===== src/rtl/afade_pkg.sv =====
// Package of shared constants, types and helpers for the ARGB linear fade block.
`default_nettype none

package afade_pkg;

   // Width of the internal time base; incoming time words are truncated or
   // zero-extended to it.
   localparam int TIME_WIDTH = 32;
   localparam int TIME_IN_W  = 32;
   localparam int COLOR_W    = 32;
   localparam int CHAN_W     = 8;
   localparam int NUM_CHAN   = COLOR_W / CHAN_W;
   localparam int CH_IDX_W   = $clog2(NUM_CHAN);
   localparam int DUR_W      = 16;
   localparam int PROD_W     = CHAN_W + DUR_W;
   localparam int BIT_IDX_W  = $clog2(CHAN_W);
   localparam int CSR_IDX_W  = 2;
   localparam int CSR_DATA_W = 32;

   localparam logic [DUR_W-1:0] DUR_RESET = 16'd1000;

   // Item kinds carried on the request tuser.
   localparam logic KIND_START = 1'b0;
   localparam logic KIND_TICK  = 1'b1;

   typedef enum logic [CSR_IDX_W-1:0] {
      REG_FROM_COLOR    = 2'd0,
      REG_TO_COLOR      = 2'd1,
      REG_FADE_DURATION = 2'd2,
      REG_LOOP_ENABLE   = 2'd3
   } csr_idx_type;

   typedef enum logic [6:0] {
      S_IDLE  = 7'b0000001,
      S_EVAL  = 7'b0000010,
      S_MUL   = 7'b0000100,
      S_PRE   = 7'b0001000,
      S_DIV   = 7'b0010000,
      S_STORE = 7'b0100000,
      S_EMIT  = 7'b1000000
   } state_type;

   // Commands from the controller to the datapath.
   typedef struct packed {
      logic                 capture;
      logic                 rec_start;
      logic                 fin_end;
      logic                 mul;
      logic                 pre;
      logic                 div;
      logic                 store;
      logic                 emit;
      logic [CH_IDX_W-1:0]  ch;
      logic [BIT_IDX_W-1:0] bit_idx;
   } cmd_type;

   // Status from the datapath to the controller.
   typedef struct packed {
      logic kind;
      logic at_end;
   } status_type;

   // Channel ch of a packed colour, channel 0 being alpha in the top byte.
   function automatic logic [CHAN_W-1:0] chan_byte(input logic [COLOR_W-1:0] color,
                                                   input logic [CH_IDX_W-1:0] ch);
      chan_byte = color[COLOR_W-1-CHAN_W*ch -: CHAN_W];
   endfunction

endpackage

`default_nettype wire


===== src/rtl/argb_linear_fade_core.sv =====
// Top level of the ARGB linear fade block: controller, datapath and result register.
//
// The block fades a packed ARGB colour linearly between two endpoints set by the
// configuration registers. Each request word carries a kind on req_tuser (start
// or tick) and the current time on req_tdata; each request produces exactly one
// response word holding the colour now held and the done flag.
// A start word and a tick at or past the end of the fade go straight from
// evaluation to the output. A tick inside the fade interpolates the four
// channels one after another through one 8 by 16 multiplier and one shared
// restoring divider that yields one quotient bit per cycle; each channel takes
// a multiply, a divider preload, one divide step per quotient bit and a store.
// The block works on one word at a time: req_tready rises again as the
// response is loaded into the output register.
// The response sits in an output register; a new request is taken while it
// waits, and the finished colour is held back until the receiver has taken the
// previous word, so nothing is lost when rsp_tready is held low.
// Synchronous reset clears the configuration and fade state (duration 1000 ticks) and
// empties the output register. Configuration writes must be made only while idle; the
// block does not enforce this. A write reloads the held colour with the start colour.
`default_nettype none

module argb_linear_fade_core (
   input  wire logic                             clock,
   input  wire logic                             reset,
   // configuration write port
   input  wire logic                             csr_wr_en,
   input  wire logic [afade_pkg::CSR_IDX_W-1:0]  csr_index,
   input  wire logic [afade_pkg::CSR_DATA_W-1:0] csr_wdata,
   // request channel
   input  wire logic                             req_tvalid,
   output logic                                  req_tready,
   input  wire logic [31:0]                      req_tdata,  // [31:0] time_now
   input  wire logic                             req_tuser,  // [0] kind
   // response channel
   output logic                                  rsp_tvalid,
   input  wire logic                             rsp_tready,
   output logic [31:0]                           rsp_tdata,  // [7:0] alpha_out,
                                                             // [15:8] red_out,
                                                             // [23:16] green_out,
                                                             // [31:24] blue_out
   output logic                                  rsp_tuser   // [0] done_flag
);
   import afade_pkg::*;

   cmd_type            cmd;
   status_type         status;
   logic [COLOR_W-1:0] held_color;
   logic               finished;
   logic               slot_free;

   logic               rsp_valid_ff, rsp_valid_in;
   logic [31:0]        rsp_data_ff;
   logic               rsp_done_ff;

   // The output register is free when empty or being emptied this cycle.
   assign slot_free = !rsp_valid_ff || rsp_tready;

   afade_ctrl u_ctrl (
      .clock      (clock),
      .reset      (reset),
      .req_tvalid (req_tvalid),
      .req_tready (req_tready),
      .slot_free  (slot_free),
      .status     (status),
      .cmd        (cmd)
   );

   afade_dp u_dp (
      .clock      (clock),
      .reset      (reset),
      .csr_wr_en  (csr_wr_en),
      .csr_index  (csr_index),
      .csr_wdata  (csr_wdata),
      .req_kind   (req_tuser),
      .req_time   (req_tdata),
      .cmd        (cmd),
      .status     (status),
      .held_color (held_color),
      .finished   (finished)
   );

   always_comb begin
      rsp_valid_in = rsp_valid_ff;
      if (cmd.emit) begin
         rsp_valid_in = 1'b1;
      end else if (rsp_tready) begin
         rsp_valid_in = 1'b0;
      end
   end

   always_ff @(posedge clock) begin
      if (reset) begin
         rsp_valid_ff <= 1'b0;
      end else begin
         rsp_valid_ff <= rsp_valid_in;
      end
   end

   // Alpha leaves in the lowest byte, blue in the highest.
   always_ff @(posedge clock) begin
      if (cmd.emit) begin
         rsp_data_ff <= {chan_byte(held_color, 2'd3), chan_byte(held_color, 2'd2),
                         chan_byte(held_color, 2'd1), chan_byte(held_color, 2'd0)};
         rsp_done_ff <= finished;
      end
   end

   assign rsp_tvalid = rsp_valid_ff;
   assign rsp_tdata  = rsp_data_ff;
   assign rsp_tuser  = rsp_done_ff;

   // A result is only moved into the output register when that does not
   // overwrite a word the receiver has not yet taken.
   a_emit_into_free_slot: assert property (@(posedge clock) disable iff (reset)
      cmd.emit |-> (!rsp_valid_ff || rsp_tready))
      else $error("response overwritten before it was taken");

   // Only one request is in flight at a time.
   a_one_in_flight: assert property (@(posedge clock) disable iff (reset)
      (req_tvalid && req_tready) |=> !req_tready)
      else $error("request accepted while another is being processed");

endmodule

`default_nettype wire


===== src/rtl/afade_ctrl.sv =====
// Controller state machine of the ARGB linear fade block.
`default_nettype none

module afade_ctrl (
   input  wire logic                 clock,
   input  wire logic                 reset,
   input  wire logic                 req_tvalid,
   output logic                      req_tready,
   input  wire logic                 slot_free,
   input  wire afade_pkg::status_type status,
   output afade_pkg::cmd_type        cmd
);
   import afade_pkg::*;

   state_type            state_ff, state_in;
   logic [CH_IDX_W-1:0]  ch_ff, ch_in;
   logic [BIT_IDX_W-1:0] bit_ff, bit_in;

   assign req_tready = (state_ff == S_IDLE);

   always_comb begin
      state_in    = state_ff;
      ch_in       = ch_ff;
      bit_in      = bit_ff;
      cmd         = '0;
      cmd.ch      = ch_ff;
      cmd.bit_idx = bit_ff;
      case (state_ff)
         S_IDLE: begin
            if (req_tvalid) begin
               cmd.capture = 1'b1;
               state_in    = S_EVAL;
            end
         end
         S_EVAL: begin
            if (status.kind == KIND_START) begin
               cmd.rec_start = 1'b1;
               state_in      = S_EMIT;
            end else if (status.at_end) begin
               cmd.fin_end = 1'b1;
               state_in    = S_EMIT;
            end else begin
               ch_in    = '0;
               state_in = S_MUL;
            end
         end
         S_MUL: begin
            cmd.mul  = 1'b1;
            state_in = S_PRE;
         end
         S_PRE: begin
            cmd.pre  = 1'b1;
            bit_in   = BIT_IDX_W'(CHAN_W - 1);
            state_in = S_DIV;
         end
         S_DIV: begin
            cmd.div = 1'b1;
            if (bit_ff == '0) begin
               state_in = S_STORE;
            end else begin
               bit_in = bit_ff - BIT_IDX_W'(1);
            end
         end
         S_STORE: begin
            cmd.store = 1'b1;
            if (ch_ff == CH_IDX_W'(NUM_CHAN - 1)) begin
               ch_in    = '0;
               state_in = S_EMIT;
            end else begin
               ch_in    = ch_ff + CH_IDX_W'(1);
               state_in = S_MUL;
            end
         end
         S_EMIT: begin
            if (slot_free) begin
               cmd.emit = 1'b1;
               state_in = S_IDLE;
            end
         end
         default: begin
            state_in = S_IDLE;
         end
      endcase
   end

   always_ff @(posedge clock) begin
      if (reset) begin
         state_ff <= S_IDLE;
         ch_ff    <= '0;
         bit_ff   <= '0;
      end else begin
         state_ff <= state_in;
         ch_ff    <= ch_in;
         bit_ff   <= bit_in;
      end
   end

endmodule

`default_nettype wire


===== src/rtl/afade_dp.sv =====
// Datapath of the ARGB linear fade block: registers, fade state, multiplier and serial divider.
`default_nettype none

module afade_dp (
   input  wire logic                             clock,
   input  wire logic                             reset,
   input  wire logic                             csr_wr_en,
   input  wire logic [afade_pkg::CSR_IDX_W-1:0]  csr_index,
   input  wire logic [afade_pkg::CSR_DATA_W-1:0] csr_wdata,
   input  wire logic                             req_kind,
   input  wire logic [afade_pkg::TIME_IN_W-1:0]  req_time,
   input  wire afade_pkg::cmd_type               cmd,
   output afade_pkg::status_type                 status,
   output logic [afade_pkg::COLOR_W-1:0]         held_color,
   output logic                                  finished
);
   import afade_pkg::*;

   logic [COLOR_W-1:0]    from_ff, from_in;
   logic [COLOR_W-1:0]    to_ff, to_in;
   logic [DUR_W-1:0]      dur_ff, dur_in;
   logic                  loop_ff, loop_in;
   logic [TIME_WIDTH-1:0] start_ff, start_in;
   logic                  swapped_ff, swapped_in;
   logic                  finished_ff, finished_in;
   logic [COLOR_W-1:0]    held_ff, held_in;

   logic                  kind_ff;
   logic [TIME_WIDTH-1:0] now_ff;
   logic [DUR_W-1:0]      elapsed_ff;
   logic [PROD_W-1:0]     prod_ff;
   logic [DUR_W-1:0]      rem_ff, rem_in;
   logic [CHAN_W-1:0]     quo_ff, quo_in;

   logic [COLOR_W-1:0]    src, dst;
   logic [CHAN_W-1:0]     chan_a, chan_b, mag, chan_val;
   logic                  rising;
   logic [TIME_WIDTH-1:0] elapsed;
   logic [DUR_W:0]        trial, trial_diff;
   logic                  fits;

   assign src     = swapped_ff ? to_ff : from_ff;
   assign dst     = swapped_ff ? from_ff : to_ff;
   assign chan_a  = chan_byte(src, cmd.ch);
   assign chan_b  = chan_byte(dst, cmd.ch);
   assign rising  = (chan_b >= chan_a);
   assign mag     = rising ? (chan_b - chan_a) : (chan_a - chan_b);
   assign elapsed = now_ff - start_ff;

   // One restoring division step: bring down the next product bit.
   assign trial      = {rem_ff, prod_ff[cmd.bit_idx]};
   assign fits       = (trial >= {1'b0, dur_ff});
   assign trial_diff = trial - {1'b0, dur_ff};

   // Falling channels round the step up so that they never undershoot.
   assign chan_val = rising ? (chan_a + quo_ff)
                            : (chan_a - (quo_ff + CHAN_W'(rem_ff != '0)));

   assign status     = '{kind: kind_ff, at_end: (elapsed >= TIME_WIDTH'(dur_ff))};
   assign held_color = held_ff;
   assign finished   = finished_ff;

   always_comb begin
      from_in     = from_ff;
      to_in       = to_ff;
      dur_in      = dur_ff;
      loop_in     = loop_ff;
      start_in    = start_ff;
      swapped_in  = swapped_ff;
      finished_in = finished_ff;
      held_in     = held_ff;
      rem_in      = rem_ff;
      quo_in      = quo_ff;

      if (csr_wr_en) begin
         case (csr_index)
            REG_FROM_COLOR:    from_in = COLOR_W'(csr_wdata);
            REG_TO_COLOR:      to_in   = COLOR_W'(csr_wdata);
            REG_FADE_DURATION: dur_in  = csr_wdata[DUR_W-1:0];
            REG_LOOP_ENABLE:   loop_in = csr_wdata[0];
            default:           from_in = from_ff;
         endcase
         swapped_in  = 1'b0;
         finished_in = 1'b0;
         held_in     = from_in;
      end

      if (cmd.rec_start) begin
         start_in = now_ff;
      end

      if (cmd.fin_end) begin
         held_in = dst;
         if (loop_ff) begin
            swapped_in = ~swapped_ff;
            start_in   = now_ff;
         end else begin
            finished_in = 1'b1;
         end
      end

      if (cmd.pre) begin
         rem_in = prod_ff[PROD_W-1 -: DUR_W];
         quo_in = '0;
      end

      if (cmd.div) begin
         rem_in = fits ? trial_diff[DUR_W-1:0] : trial[DUR_W-1:0];
         quo_in = {quo_ff[CHAN_W-2:0], fits};
      end

      if (cmd.store) begin
         held_in[COLOR_W-1-CHAN_W*cmd.ch -: CHAN_W] = chan_val;
      end
   end

   always_ff @(posedge clock) begin
      if (reset) begin
         from_ff     <= '0;
         to_ff       <= '0;
         dur_ff      <= DUR_RESET;
         loop_ff     <= 1'b0;
         start_ff    <= '0;
         swapped_ff  <= 1'b0;
         finished_ff <= 1'b0;
         held_ff     <= '0;
      end else begin
         from_ff     <= from_in;
         to_ff       <= to_in;
         dur_ff      <= dur_in;
         loop_ff     <= loop_in;
         start_ff    <= start_in;
         swapped_ff  <= swapped_in;
         finished_ff <= finished_in;
         held_ff     <= held_in;
      end
   end

   always_ff @(posedge clock) begin
      if (cmd.capture) begin
         kind_ff <= req_kind;
         now_ff  <= TIME_WIDTH'(req_time);
      end
      if (cmd.rec_start || cmd.fin_end || status.at_end) begin
         elapsed_ff <= elapsed_ff;
      end else begin
         elapsed_ff <= elapsed[DUR_W-1:0];
      end
      if (cmd.mul) begin
         prod_ff <= PROD_W'(mag) * PROD_W'(elapsed_ff);
      end
      rem_ff <= rem_in;
      quo_ff <= quo_in;
   end

   // The stop flag is only ever raised by a non-looping fade.
   a_finished_not_looping: assert property (@(posedge clock) disable iff (reset)
      !(finished_ff && loop_ff))
      else $error("finished flag set while looping is enabled");

   // The partial remainder stays below the divisor, so eight steps suffice.
   a_rem_below_dur: assert property (@(posedge clock) disable iff (reset)
      cmd.div |-> (rem_ff < dur_ff))
      else $error("divider remainder not below duration");

   // The channel step never exceeds the distance between the endpoints.
   a_step_bounded: assert property (@(posedge clock) disable iff (reset)
      cmd.store |-> ((CHAN_W + 1)'(quo_ff) + (CHAN_W + 1)'(rem_ff != '0)
                     <= (CHAN_W + 1)'(mag)))
      else $error("interpolation step larger than channel difference");

endmodule

`default_nettype wire

===== config.mk =====
export PLATFORM = sky130hd
export DESIGN_NAME = argb_linear_fade_core
export DESIGN_NICKNAME = d
export VERILOG_FILES = /design/src/rtl/afade_pkg.sv /design/src/rtl/argb_linear_fade_core.sv /design/src/rtl/afade_ctrl.sv /design/src/rtl/afade_dp.sv
export SDC_FILE = /design/constraint.sdc
export NUM_CORES = 1
export LEC_CHECK = 0
export BUFFER_PORTS_ARGS = -buffer_cell sky130_fd_sc_hd__buf_2
export CAP_MARGIN = 20
export CORE_MARGIN = 10
export CORE_UTILIZATION = 40
export CTS_BUF_LIST = sky130_fd_sc_hd__clkbuf_4
export DETAILED_ROUTE_END_ITERATION = 8
export PLACE_DENSITY = 0.61
export SKIP_LAST_GASP = 1
export SLEW_MARGIN = 10
export SYNTH_ARGS = -nofsm -noshare
export SYNTH_HDL_FRONTEND = slang
export SYNTH_SLANG_ARGS = --single-unit

===== constraint.sdc =====
create_clock -name clock -period 25.2 [get_ports clock]
set_input_delay 1.26 -clock clock [delete_from_list [all_inputs] [get_ports clock]]
set_output_delay 1.26 -clock clock [all_outputs]
set_load 0.005 [all_outputs]

# == Word level (Yosys, flattened, before mapping) ==
# Cells that the tools add are included.
# op_classes
addsub,11
multipliers,1
magnitude_cmp,4
eq_ne,17
n_shift,4
muxes,52
bitwise,1
n_reduce_logical,17
# op_table
operator,n
32-bit two-way mux,9
39-bit by 33-bit indexed part select with 8-bit output,2
7-bit case mux with 7 select lines,1
16-bit two-way mux,3
7-bit two-way mux,6
8-bit by 34-bit variable shift with 39-bit output (first input constant),1
8-bit by 34-bit indexed part select with 39-bit output,1
32-bit negation with 34-bit output,1
32-bit bitwise mux,1
32-bit by 16-bit greater-or-equal comparator with 1-bit output,1
8-bit two-way mux,4
32-bit subtractor,1
8-bit by 16-bit multiplier with 24-bit output,1
8-bit subtractor,3
1-bit two-way mux,20
17-bit by 16-bit greater-or-equal comparator with 1-bit output,1
16-bit nonzero test,1
16-bit subtractor,1
8-bit by 1-bit adder with 8-bit output,1
8-bit adder,1
8-bit greater-or-equal comparator,1
2-bit two-way mux,4
2-bit != test (second input constant),4
2-bit AND reduction,4
25 further kinds,34
# totals
regBits,290
out_inout_bits,35
word_cells,127

# == Longest topological paths before layout ==
# Gate-level depths: netlist of run 1.
# logic_depth
word_depth,8
ltp_mapped,41
depth_no_buf,36

# == Modules after synthesis ==
# A second synthesis of run 1 with hierarchy kept.
# unflattened
cells_unflattened,2214
area_unflattened_um2,20355.8
# by_module_without_submodules
mod,instances,cells_per_inst,area_each_um2
afade_dp,1,2097,18611.6
argb_linear_fade_core,1,37,1037.2
afade_ctrl,1,80,706.9

# == Worst setup path after synthesis of run 1 ==
# No wires, ideal clock.
# synth_path
kind,flip-flop to flip-flop
from,register u_dp.swapped_ff
to,register u_dp.prod_ff[23] (data pin)
setup_ps,260
t_arrival_ps,9472
path_slack_ps,15468
stages_incl_launch_ff,40
n_path_buf,5
cell_sequence,dfxtp_1 clkbuf_1 clkbuf_1 clkbuf_1 mux2_2 mux4_2 inv_1 ha_1 inv_1 fa_1 a21o_1 a2111oi_0 o21ai_0 clkbuf_1 a221o_1 a21oi_1 nor2_1 a21oi_1 [... 4 more ...] fa_1 fa_1 inv_1 fa_1 inv_1 fa_1 inv_1 ha_1 o21a_1 o31ai_1 a211o_1 o21ai_0 nor4_1 o31a_1 a211oi_1 a21o_1 a21oi_1 xnor2_1
# synth_between
elab_chain_cells,5
word_cells_on_any_way,9
classes_between,add/sub (2); mul (1); order compare (1); shift (2); mux (3)
# synth_lines
item,line_no,source
start: declaration,afade_dp.sv:24,"logic swapped_ff, swapped_in;"
start signal: assignment,afade_dp.sv:133,swapped_ff <= swapped_in;
32-bit two-way mux (on tied branches),"afade_dp.sv:42, afade_dp.sv:43",
39-bit by 33-bit indexed part select with 8-bit output,afade_pkg.sv:66,chan_byte = color[COLOR_W-1-CHAN_W*ch -: CHAN_W];
8-bit subtractor or 8-bit greater-or-equal comparator (tied branches),"afade_dp.sv:47, afade_dp.sv:46",
8-bit two-way mux (*),afade_dp.sv:47,assign mag = rising ? (chan_b - chan_a) : (chan_a - chan_b);
8-bit by 16-bit multiplier with 24-bit output (*),afade_dp.sv:150,prod_ff <= PROD_W'(mag) * PROD_W'(elapsed_ff);
end signal: assignment,afade_dp.sv:150,
end: declaration,afade_dp.sv:31,logic [PROD_W-1:0] prod_ff;
# Every way passes the cells marked *; elsewhere a longest branch is shown, timed or not.
# A chain may end at the register's enable or synchronous reset.

# == Worst setup path in the final report of run 1 ==
# layout_path
from,register u_ctrl.ch_ff[1]
to,register u_dp.prod_ff[23] (data pin)
# layout_between
elab_chain_cells,5
word_cells_on_any_way,8
classes_between,add/sub (3); mul (1); order compare (1); shift (2); mux (1)
# layout_lines
item,line_no,source
start: declaration,afade_ctrl.sv:16,"logic [CH_IDX_W-1:0] ch_ff, ch_in;"
start signal: assignment,afade_ctrl.sv:93,ch_ff <= ch_in;
5-bit by 5-bit subtractor with 6-bit output (*),afade_pkg.sv:66,
39-bit by 33-bit indexed part select with 8-bit output,afade_pkg.sv:66,
8-bit subtractor or 8-bit greater-or-equal comparator (tied branches),"afade_dp.sv:47, afade_dp.sv:46",
8-bit two-way mux (*),afade_dp.sv:47,
8-bit by 16-bit multiplier with 24-bit output (*),afade_dp.sv:150,
# Marked as above.

==> results of run 1 <==
==> per-stage QoR <==
stage | instance area, um^2 | util [%] | setup slack, ns
after floorplan | 20680 | - | 15.47
after global placement | 21830 | 42.56 | 14.66
after detailed placement | 21830 | 42.56 | 14.28
after CTS | 22860 | 44.57 | 14.23
after global routing | 22920 | 44.67 | 14.12
final | 22920 | 44.68 | 14.88
==> power breakdown <==
group / internal [W] / total, W / switching (W) / leakage (nW)
clock network: 0.000219 / 0.000438 / 0.000219 / 0.610
registers: 0.000529 / 0.000540 / 0.0000109 / 2.50
logic: 0.000272 / 0.000636 / 0.000365 / 6.63
total: 0.00102 / 0.00161 / 0.000594 / 9.74
==> worst max-delay path by stage <==
stage	start	end	slack (ns)	depth (start not counted)
finish	u_ctrl.ch_ff[1]	u_dp.prod_ff[23]	14.88	35
global route	u_ctrl.ch_ff[1]	u_dp.prod_ff[23]	14.12	34
CTS	u_ctrl.ch_ff[1]	u_dp.prod_ff[23]	14.23	35
detailed placement	u_ctrl.ch_ff[1]	u_dp.prod_ff[23]	14.28	35
global placement	u_ctrl.ch_ff[1]	u_dp.prod_ff[23]	14.66	35
floorplan	u_dp.swapped_ff	u_dp.prod_ff[23]	15.47	39
==> Yosys cell counts, types with 25 or more instances <==
master	n	area, um^2
sky130_fd_sc_hd__nand2_1	256	960.9
sky130_fd_sc_hd__nor2_1	154	578.1
sky130_fd_sc_hd__dfxtp_1	160	3203
sky130_fd_sc_hd__edfxtp_1	130	3904
sky130_fd_sc_hd__o21ai_0	72	360.4
sky130_fd_sc_hd__inv_1	206	773.2
sky130_fd_sc_hd__nor2b_1	59	369.1
sky130_fd_sc_hd__o22ai_1	29	181.4
sky130_fd_sc_hd__nor3_1	25	125.1
sky130_fd_sc_hd__mux2_2	37	416.7
sky130_fd_sc_hd__mux2i_1	110	1101
sky130_fd_sc_hd__and2_1	85	531.8
sky130_fd_sc_hd__xnor2_1	49	429.2
sky130_fd_sc_hd__fa_1	91	1822
sky130_fd_sc_hd__clkbuf_1	76	285.3
sky130_fd_sc_hd__ha_1	145	1814
sky130_fd_sc_hd__a21oi_1	195	975.9
sky130_fd_sc_hd__mux4_2	26	585.6
==> cell type report <==
type | instances | area share, %
multi-input cells | 1617 | 54.21
flip-flops and latches | 290 | 31.01
well taps | 680 | 3.712
clock buffers | 112 | 3.669
inverters | 206 | 3.374
repair buffers | 129 | 3.134
clock inverters | 36 | 0.8352
diodes | 5 | 0.05459
==> critical path, delay by kind of cell, from the launching register on <==
kind	cells	cell delay (ns)
fa+ha+maj	7	3.04
buf+inv	6	1.10
flops	1	0.48
compound gates	15	3.68
mux	2	0.82
xor+xnor	2	0.47
simple gates	3	0.41
==> registers in the layout, indices dropped and copies added (netlist names), 2 cells and up <==
name,flops
rsp_tdata,32
u_dp.from_ff,32
u_dp.held_color,32
u_dp.now_ff,32
u_dp.start_ff,32
u_dp.to_ff,32
u_dp.prod_ff,24
u_dp.dur_ff,16
u_dp.elapsed_ff,16
u_dp.rem_ff,16
u_dp.quo_ff,8
u_ctrl.state_ff,7
u_ctrl.bit_ff,3
u_ctrl.ch_ff,2
==> logic make-up (layout without fill, tap and decap cells) <==
logic type / count (synthesis) / in the layout / synth area share, %
XOR/XNOR: 66 / 66 / 2.832
multiplexers: 173 / 173 / 10.17
buffers and inverters: 306 / 483 / 5.911
other: 0 / 5 / 0
AO/OA/AOI/OAI: 423 / 423 / 12.34
flip-flops: 290 / 290 / 34.37
adder cells (fa/ha/maj): 236 / 236 / 17.58
AND/OR/NAND/NOR: 719 / 719 / 16.80
==> layer usage <==
| layer | GRT usage, % | up-vias | part of all wire (%) |
|---|---|---|---|
| met2 | 30.53 | 523 | 46 |
| met1 | 24.08 | 8043 | 44 |
| met3 | 4.193 | 97 | 6.6 |
| li1 | - | 7944 | - |
| met5 | 0 | - | 0 |
| met4 | 6.168 | 0 | 2.7 |
==> results by stage, run 1 <==
Worst setup path:
- The startpoint of the worst register-to-register path is u_ctrl.ch_ff[1].
- The type of destination of the critical path is a register.
- For the worst setup path, the data required time is 25.76 ns.
- The worst setup path is launched from a register.
- The worst register-to-register path has a setup slack of 14.88 ns.
- In this run the worst path has a maximum fanout of 23.
- The capture point of the worst reg-to-reg path is u_dp.prod_ff[23].
- The depth of the most critical reg-to-reg path is 35.
- The arrival time reported for the critical path endpoint is 10.88 ns.
- The cell with the most instances on the worst path is sky130_fd_sc_hd__inv_1.
- The worst setup path is of the register to register kind.
- The largest stage delay on the critical path is 0.81 ns.
- The slowest stage of the critical path belongs to the cell sky130_fd_sc_hd__inv_1.

Global routing:
- The number of global-route vias before repair is 16663.
- Entering global routing, the biggest net connects 98 pins.
- The first-pass GRT wire length is 91020 um.
- Across every metal layer, demand over resource in global routing totals 18.67%.
- The total overflow left after global routing is 0.
- The number of antenna violations at the first check in global routing is 4.

Floorplan:
- The die outline width is 247.4 um.
- The standard cell core area is 51300 um^2.
- The die covers 61190 um^2.
- The starting density of the core is 40.31%.
- In this run the core area contains 83 standard-cell rows.
- In this run the count of I/O pins placed on the die edge is 107.
- The overall die height is 247.4 um.

Clock tree:
- The total of hold buffers inserted after clock tree synthesis is 0.
- In this run the post-CTS setup repair buffer count came out at 0.
- For the worst-skew pair, the clock arrives at the later sink with an insertion delay of 0.85 ns.
- The maximum clock insertion buffer count is 3.
- The H-tree was split into 3 levels.
- Gates resized during post-CTS repair numbered 0.
- The TritonCTS clock tree is built.
- The CTS buffer count is 80.
- The cell at the root of the clock tree is sky130_fd_sc_hd__clkbuf_4.
- The clock sink total is 290.
- After clock tree synthesis, the clock-pin slew on the worst setup and hold paths is 0.07 ns.

Power:
- Power spread over the standard cell area amounts to 70.45 nW/um^2.
- The design draws 0.001615 W.
- The analysis attributes to cell leakage a power of 9.737 nW.
- The highest ir drop seen on vdd is 0.00005169 V.

Synth:
- The mean cell area of the mapped netlist is 9.345 um^2.
- The number of nets handed over by synthesis was 2521.
- The number of distinct library cells after synthesis is 76.
- After synthesis, the share of flip-flops with an asynchronous set or reset is 0%.
- The count of synthesis-stage warnings from yosys is 0.
- The mapped netlist covers 20680 um^2.
- The register bit count reported by yosys is 290.
- The most frequently used flop master after synthesis is sky130_fd_sc_hd__dfxtp_1.
- For this run, the register share of the synthesized area comes to 34.37%.
- Counting flops with a built-in enable in the synthesized netlist gives 130.
- The gate count after technology mapping is 2213.

Place:
- After detailed placement, the design holds a cell count of 2920.
- The wire-length estimate of the detail-placed layout is 42950 um.
- The total of buffers placed on input and output ports is 106.
- At the end of routability-driven placement, the weighted congestion stood at 0.9346.

Timing:
- The number of hold violations in the final report came to 0.
- In this run the tightest slew margin relative to its limit is 26.07%.
- Subtracting the final worst setup slack from the clock period gives 10.32 ns.
- Of the available clock period, the critical path in the final layout requires 40.95%.
- At the pin with the least slew margin, the transition time is 1.104 ns.
- Static timing analysis puts the maximum clock frequency at 96.90 MHz.
- Across all hold checks on the routed design, the worst slack comes to 0.4345 ns.
- Setup total negative slack on the finished layout was measured at 0 ns.
- Setup repair after global routing left no endpoint under its margin.
- On the final layout, the worst clock skew is 0.07959 ns.
- Setup violations remaining at the end of the flow were counted as 0.
- The count of pins over their slew limit is 0.

Job:
- The number of violations of the max-capacitance limit is 0.

Drt:
- Dividing the detail-routed via count by the number of cells gives 5.401.
- The count of TritonRoute iterations in the first routing pass is 6.
- The routed design has 56700 um of wire.
- The detail route stage leaves a number of antenna-violating nets equal to 0.
- The routed length per instance is 18.44 um.
- The routed layout has 16607 vias.
- The DRC violations left is 0.
- After the first detailed-routing iteration, the DRC count stood at 1100.

Worst hold path:
- The class of the worst hold path is register to register.
- The worst hold path was traced through 0 stages.
- In this run the most critical hold path is launched from u_dp.held_color[27].
- The path with the worst hold slack has its endpoint at rsp_tdata[3].

Cells and area:
- The most common cell after layout, fill and taps aside is sky130_fd_sc_hd__nand2_1.
- The fill cell instance count of the final layout is 5074.
- The share of cells above drive strength 1 is 14.60%.
- The library cells used most frequently in the layout, excluding fill and tap cells, are 256 x sky130_fd_sc_hd__nand2_1, 206 x sky130_fd_sc_hd__inv_1, 195 x sky130_fd_sc_hd__a21oi_1.
- After the flow finishes, the layout carries non-filler instances totaling 3075.
- The post-layout net count is 2632.
- From synthesis to final layout, the design area changed by 10.83%.
- Summing all flip-flop and latch instances after layout gives 7108 um^2.
- The area used by multi-input combinational logic is 12420 um^2.

Outcome:
- The run finished with clean final reports.
Power figures use the tool's default switching activity.
==> run 2: changes to the inputs <==
==> constraint.sdc (replaced) <==
create_clock -name clock -period 10.55 [get_ports clock]
set_input_delay 0.5275 -clock clock [delete_from_list [all_inputs] [get_ports clock]]
set_output_delay 0.5275 -clock clock [all_outputs]
set_load 0.005 [all_outputs]
==> run 2 against run 1 <==
Against the previous run: register-to-register slack worse by 14 ns; largest cell class unchanged; global-route usage is 0.52 points higher; core utilization up 1.4 points; critical endpoint unchanged.
==> results by stage, run 2 (synthesis results as in run 1) <==
Timing:
- The slew of the pin with the lowest slew margin is 1.062 ns.
- The minimum setup slack in the final design is 0.6588 ns.
- After routing, the total negative slack on setup checks comes to 0 ns.
- The maximum clock skew at final layout is 0.04138 ns.
- Subtracting the final worst setup slack from the clock period gives 9.891 ns.
- Setup repair after global routing left no endpoint under its margin.
- Across all hold checks on the routed design, the worst slack comes to 0.06059 ns.
- The worst path uses 93.76% of the clock period.
- The tightest slew margin relative to the limit is 28.42%.
- The count of pins over their slew limit is 0.
- The number of setup violations in the final report is 0.
- Derived from the worst setup path, the maximum achievable clock frequency is 101.1 MHz.
- The number of hold violations in the final report is 0.

Cells and area:
- For this run, the post-layout net count is 2705.
- The area growth from synthesis to layout is 14.40%.
- The most common cell after layout, fill and taps aside is sky130_fd_sc_hd__nand2_1.
- In the layout the commonest cells are 256 x sky130_fd_sc_hd__nand2_1, 206 x sky130_fd_sc_hd__inv_1, 195 x sky130_fd_sc_hd__a21oi_1.
- The finished cells cover 23660 um^2.
- The post-route netlist has 14.84% of its cells at a drive strength greater than 1.
- For this run, the number of standard cells in the final layout without fillers is 3144.

Drt:
- The via total after detailed routing is 16901.
- In the routed layout, each cell is associated on average with a via count of 5.376.
- The DRC violations left is 0.
- The count of TritonRoute iterations in the first routing pass is 6.
- The DRC violation total after the first TritonRoute iteration is 1194.
- The final wirelength is 58240 um.
- The remaining number of nets flagged by the antenna check after routing is 0.
- Dividing the detail-routed wire length by the instance count gives 18.52 um.

Worst setup path:
- The startpoint of the worst register-to-register path is u_dp.swapped_ff.
- For this run, the slowest stage of the critical path takes 0.55 ns.
- The register-to-register setup slack is 0.66 ns.
- On the critical path, the stage with the largest delay is an instance of sky130_fd_sc_hd__dfxtp_2.
- By startpoint and endpoint, the worst setup path is classified as register to register.
- The required time at the worst-slack endpoint is 11.11 ns.
- STA classifies the critical path startpoint as a register.
- The cell that appears most often on the critical path is sky130_fd_sc_hd__fa_1.
- The arrival time reported for the critical path endpoint is 10.45 ns.
- The endpoint identified for the worst register-to-register timing path is u_dp.prod_ff[23].
- The number of buffer and inverter instances along the worst setup path is 4.
- The maximum fanout along the worst path is 15.
- STA classifies the critical path endpoint as a register.
- In this design, the largest share of critical-path delay is due to compound AO/OA/AOI/OAI gates.
- The number of cells on the worst reg-to-reg path is 33.
- The most critical setup path has its startpoint at u_dp.swapped_ff.

Global routing:
- The pin count of the biggest net entering global routing is 75.
- Global routing used 19.19% of the available tracks.
- The sum of overflow across all layers after global routing is 0.
- The first-pass GRT wire length is 93670 um.
- The number of global-route vias before repair is 17204.
- The number of antenna violations at the first check in global routing is 2.

Floorplan:
- From bottom edge to top edge, the die measures 247.4 um.
- The die is 247.4 um wide.
- The I/O pin count is 107.
- In this run the standard cell core region covers 51300 um^2.
- The number of placement rows is 83.
- The full die area is 61190 um^2.
- The starting density of the core is 40.31%.

Worst hold path:
- The class of the worst hold path is primary input to register.
- In this run the most critical hold path is launched from req_tvalid.
- The cell depth of the worst hold path is 4.
- The worst hold endpoint is u_ctrl.state_ff[0].

Clock tree:
- The number of H-tree branching levels is 3.
- The clock reaches the later pin of the worst-skew pair after 0.81 ns.
- For this design, the sink count on the clock tree is 290.
- The CTS buffer count is 79.
- The maximum clock insertion buffer count is 3.
- TritonCTS built the clock tree.
- The post-cts resize count is 0.
- The cell at the root of the clock tree is sky130_fd_sc_hd__clkbuf_4.
- The CTS clock-pin slew for the worst setup and hold paths is 0.07 ns.

Outcome:
- The run finished with clean final reports.

Place:
- Once placement completed, the tool counted placed cells totaling 2928.
- After detailed placement, the total cell area comes to 21890 um^2.
- The estimated wirelength of the detail-placed design is 44670 um.
- In this run the tool buffered the top-level ports with 106 buffer cells.
- The worst setup slack after placement is 0.4032 ns.
- At the end of routability-driven placement, the weighted congestion stood at 0.9358.

Job:
- Max-cap violations in this run came to 0.

Power:
- For this design the static power due to leakage is 10.06 nW.
- For this design the ratio of total power to cell area is 165.4 nW/um^2.
- The worst-case IR drop observed on VDD is 0.0001125 V.
-- run 2: cell type report --
cell class              instances  area, um^2
diodes                          4       10.01
clock buffers                 120       900.9
clock inverters                24       163.9
fillers                      4964       27640
inverters                     206       773.2
multi-input cells            1617       12420
flip-flops and latches        290        7108
well taps                     680       850.8
repair buffers                203        1434
-- run 2: worst max path at each step --
stage | endpoint | slack [ns] | depth (start not counted)
after floorplan | u_dp.prod_ff[23] | 0.82 | 39
after global placement | u_dp.prod_ff[23] | 0.71 | 32
after detailed placement | u_dp.prod_ff[23] | 0.40 | 32
after CTS | u_dp.prod_ff[23] | 0.41 | 32
after global routing | u_dp.prod_ff[23] | 0.18 | 33
final | u_dp.prod_ff[23] | 0.66 | 33
-- run 2: power by group --
| part | switching [W] | total [W] | internal (W) |
|---|---|---|---|
| Combinational | 0.000884 | 0.00155 | 0.000668 |
| Sequential | 0.0000272 | 0.00129 | 0.00126 |
| Clock | 0.000497 | 0.00107 | 0.000571 |
| Total | 0.00141 | 0.00391 | 0.00250 |
-- run 2: per-layer routing --
metal / global-route usage (%) / up-vias / share of wire, %
met4: 7.119 / 0 / 3.2
met5: 0 / - / 0
met2: 31.11 / 521 / 47
li1: - / 8072 / -
met1: 24.96 / 8171 / 45
met3: 3.849 / 137 / 5.6
-- run 2: what timing repair did --
action                     in CTS  in global routing
buffers inserted                0                  0
setup endpoints to repair       0                  0
hold endpoints to repair       98                  0
hold buffers                   65                  0
-- run 2: stage by stage --
step	utilization [%]	total power, W
floorplan	-	0.002500
global placement	42.67	0.002815
detailed placement	42.67	0.002852
CTS	46.02	0.003960
global route	46.11	0.004256
finish	46.11	0.003912
-- run 2: tightest hold or removal path, delay by kind of cell --
kind	cells	cell delay, ns
buffers and inverters	1	0.09
AO/OA/AOI/OAI	2	0.17
AND/OR/NAND/NOR	1	0.04
==> run 3: changes to the inputs <==
--- a/config.mk
+++ b/config.mk
@@ -12,6 +12,7 @@
 export CTS_BUF_LIST = sky130_fd_sc_hd__clkbuf_4
 export DETAILED_ROUTE_END_ITERATION = 8
 export PLACE_DENSITY = 0.61
+export RECOVER_POWER = 50
 export SKIP_LAST_GASP = 1
 export SLEW_MARGIN = 10
 export SYNTH_ARGS = -nofsm -noshare
==> run 3 against run 2 <==
Against the previous run: the flow now finishes with violations (capacitance limit, slew limit); clock power hardly changed; die area unchanged; non-clock buffer count is the same; sequential share of layout area increased by 0.099 points; worst setup slack worse by 0.0021 ns; via count is 0.31% higher; clock-buffer cell count unchanged; critical path depth stayed put; routed wire length barely moved; final cell count is essentially flat; combinational power is essentially flat; register-to-register slack hardly changed; critical path type unchanged; largest power group unchanged; highest routed layer unchanged.
==> results by stage, run 3 (synthesis results as in run 1) <==
Outcome:
- The run finished, with violations left.
- The final reports fail on capacitance limit, slew limit.

Worst setup path:
- STA classifies the critical path startpoint as a register.
- The cell with the most instances on the worst path is sky130_fd_sc_hd__fa_1.
- The largest stage delay on the critical path is 0.54 ns.
- For the worst setup path, the data arrival time is 10.45 ns.
- Of all nets on the critical path, the largest fanout is 15.
- The required time at the worst-slack endpoint is 11.11 ns.
- The slowest stage of the critical path is the sky130_fd_sc_hd__dfxtp_2 cell.
- The type of destination of the critical path is a register.
- By startpoint and endpoint, the worst setup path is classified as register to register.

Global routing:
- The sum of overflow across all layers after global routing is 0.
- The number of antenna violations at the first check in global routing was 2.
- Entering global routing, the biggest net connects 75 pins.
- The first-pass GRT wire length is 93670 um.
- The number of global-route vias before repair came to 17204.
- The total global routing track utilization is 19.19%.

Clock tree:
- Clock-pin slew was measured on the worst setup and hold paths at 0.07 ns.
- The CTS buffer count is 79.
- The clock passes through at most 3 buffers.
- TritonCTS built the clock tree.
- The number of H-tree branching levels is 3.
- The clock drives 290 sinks.
- The tree is rooted in a sky130_fd_sc_hd__clkbuf_4.
- The later pin in the worst-skew pair is clocked with a latency of 0.82 ns.

Power:
- Net switching is 36.01% of the power.
- In this run the power density over the cells is 166.0 nW/um^2.
- The internal power contribution is 0.002505 W.
- The overall power consumption is 0.003914 W.
- The share of power burned in registers is 33.0%.
- The clock network fraction of total power is 27.3%.
- Combinational cells account for 39.7% of the total power.
- The leakage power total is 9.938 nW.
- IR analysis of the VDD net gives a maximum drop of 0.0001124 V.
- In this run the power spent charging and discharging nets is 0.001410 W.

Floorplan:
- Measured along the y axis, the die boundary spans 247.4 um.
- The I/O pin count is 107.
- The die is 247.4 um wide.
- After floorplanning, the core was sized to cover 51300 um^2.
- The initialized floorplan defines 83 standard-cell rows.
- The starting density of the core is 40.31%.
- The full die area is 61190 um^2.

Cells and area:
- Compared with the post-synthesis result, the final layout area differs by 14.02%.
- The finished layout holds 3146 standard cells, fillers aside.
- The area used by multi-input combinational logic is 12400 um^2.
- Fill cells in the final layout number 4993.
- The share of cells above drive strength 1 is 13.13%.
- In the layout the commonest cells are 256 x sky130_fd_sc_hd__nand2_1, 206 x sky130_fd_sc_hd__inv_1, 195 x sky130_fd_sc_hd__a21oi_1.
- The post-layout net count is 2705.
- In the final layout, flip-flops and latches occupy 7108 um^2.
- Leaving out fill and tap cells, the most frequent cell in the layout is sky130_fd_sc_hd__nand2_1.

Timing:
- The worst pin sits at a relative slew slack of -117.2%.
- The total negative setup slack is 0 ns.
- Setup violations remaining at the end of the flow were counted as 0.
- Derived from the worst setup path, the maximum achievable clock frequency is 101.1 MHz.
- Setup repair after global routing left no endpoint under its margin.
- The final critical path takes up 93.77% of the cycle.
- On the final layout, the worst hold slack is 0.05883 ns.
- The clock period minus final worst setup slack is 9.893 ns.
- For the pin with the worst max-slew slack, the measured transition is 3.258 ns.
- The number of hold violations in the final report is 0.
- The maximum clock skew at final layout is 0.04357 ns.
- The count of pins over their slew limit is 206.

Drt:
- The count of TritonRoute iterations in the first routing pass is 5.
- Once detail routing completed, the nets flagged for antenna violations numbered 0.
- The DRC violations left is 0.
- For this block, wires on met1 add up to 26070 um.
- The wire length on met2 is 27160 um.
- After detailed routing, the average wire length per cell comes to 18.52 um.
- Summing over every cut layer, the via total after detailed routing is 16953.
- The highest routed metal layer is met4.
- The met3 wirelength from detailed routing is 3145 um.
- The detailed router finished its first iteration with 1297 violations.
- The final wirelength is 58250 um.
- After detailed routing, the number of vias per cell comes to 5.389.

Place:
- The cell count after placement is 2928.
- The estimated wirelength of the detail-placed design is 44670 um.
- The total of buffers placed on input and output ports is 106.
- The placer's final routability congestion estimate is 0.9358.

Worst hold path:
- The class of the worst hold path is primary input to register.

Job:
- Max-cap violations in this run came to 4.
## run 3: final timing paths
| check | from | end | slack, ns | cells after the start |
|---|---|---|---|---|
| max | u_dp.swapped_ff | u_dp.prod_ff[23] | 0.66 | 33 |
| min | req_tvalid | u_ctrl.state_ff[0] | 0.06 | 4 |
| max reg2reg | u_dp.swapped_ff | u_dp.prod_ff[23] | 0.66 | 33 |
| min reg2reg | u_dp.held_color[15] | rsp_tdata[23] | 0.43 | 0 |
## run 3: what timing repair did
| action | 4_1_cts | 5_1_grt |
|---|---|---|
| hold buffers | 65 | 0 |
| resized for setup | 0 | 0 |
| setup buffers | 0 | 0 |
| hold endpoints to repair | 98 | 0 |
## run 3: power by group through the flow
stage	clock network, W	logic [W]	registers, W
floorplan	0	0.00120	0.00130
global placement	0	0.00150	0.00132
detailed placement	0	0.00154	0.00132
CTS	0.00110	0.00157	0.00129
global route	0.00117	0.00179	0.00129
finish	0.00107	0.00155	0.00129
## run 3: per-layer routing
metal	GRT usage, %	up-vias
li1	-	8082
met5	0	-
met3	3.849	128
met2	31.11	528
met4	7.119	0
met1	24.96	8215
## run 3: worst max-delay path: cells and delay by family, from the launching register on
family                     cells  cell delay (ns)
buffers and inverters          4             0.61
AOI/OAI and AO/OA             15             3.74
xor gates and xnor gates       2             0.30
muxes                          3             1.11
DFF                            1             0.54
and+or+nand+nor                3             0.44
adders and majority gates      6             2.88
## run 3: final cells by class
class	count	area share [%]
timing repair buffer	203	5.805
tap	680	3.608
inverter	206	3.279
antenna	6	0.06367
multi-input combinational	1617	52.58
clock inverter	24	0.6951
sequential	290	30.14
clock buffer	120	3.820
## run 3: stage by stage
stage                     util (%)  instance area (um^2)  setup slack, ns
after detailed placement     42.67                 21890           0.4032
after floorplan                  -                 20680           0.8182
final                        45.96                 23580           0.6568
after global placement       42.67                 21890           0.7055
after global routing         45.96                 23580           0.1763
after CTS                    46.02                 23610           0.4063
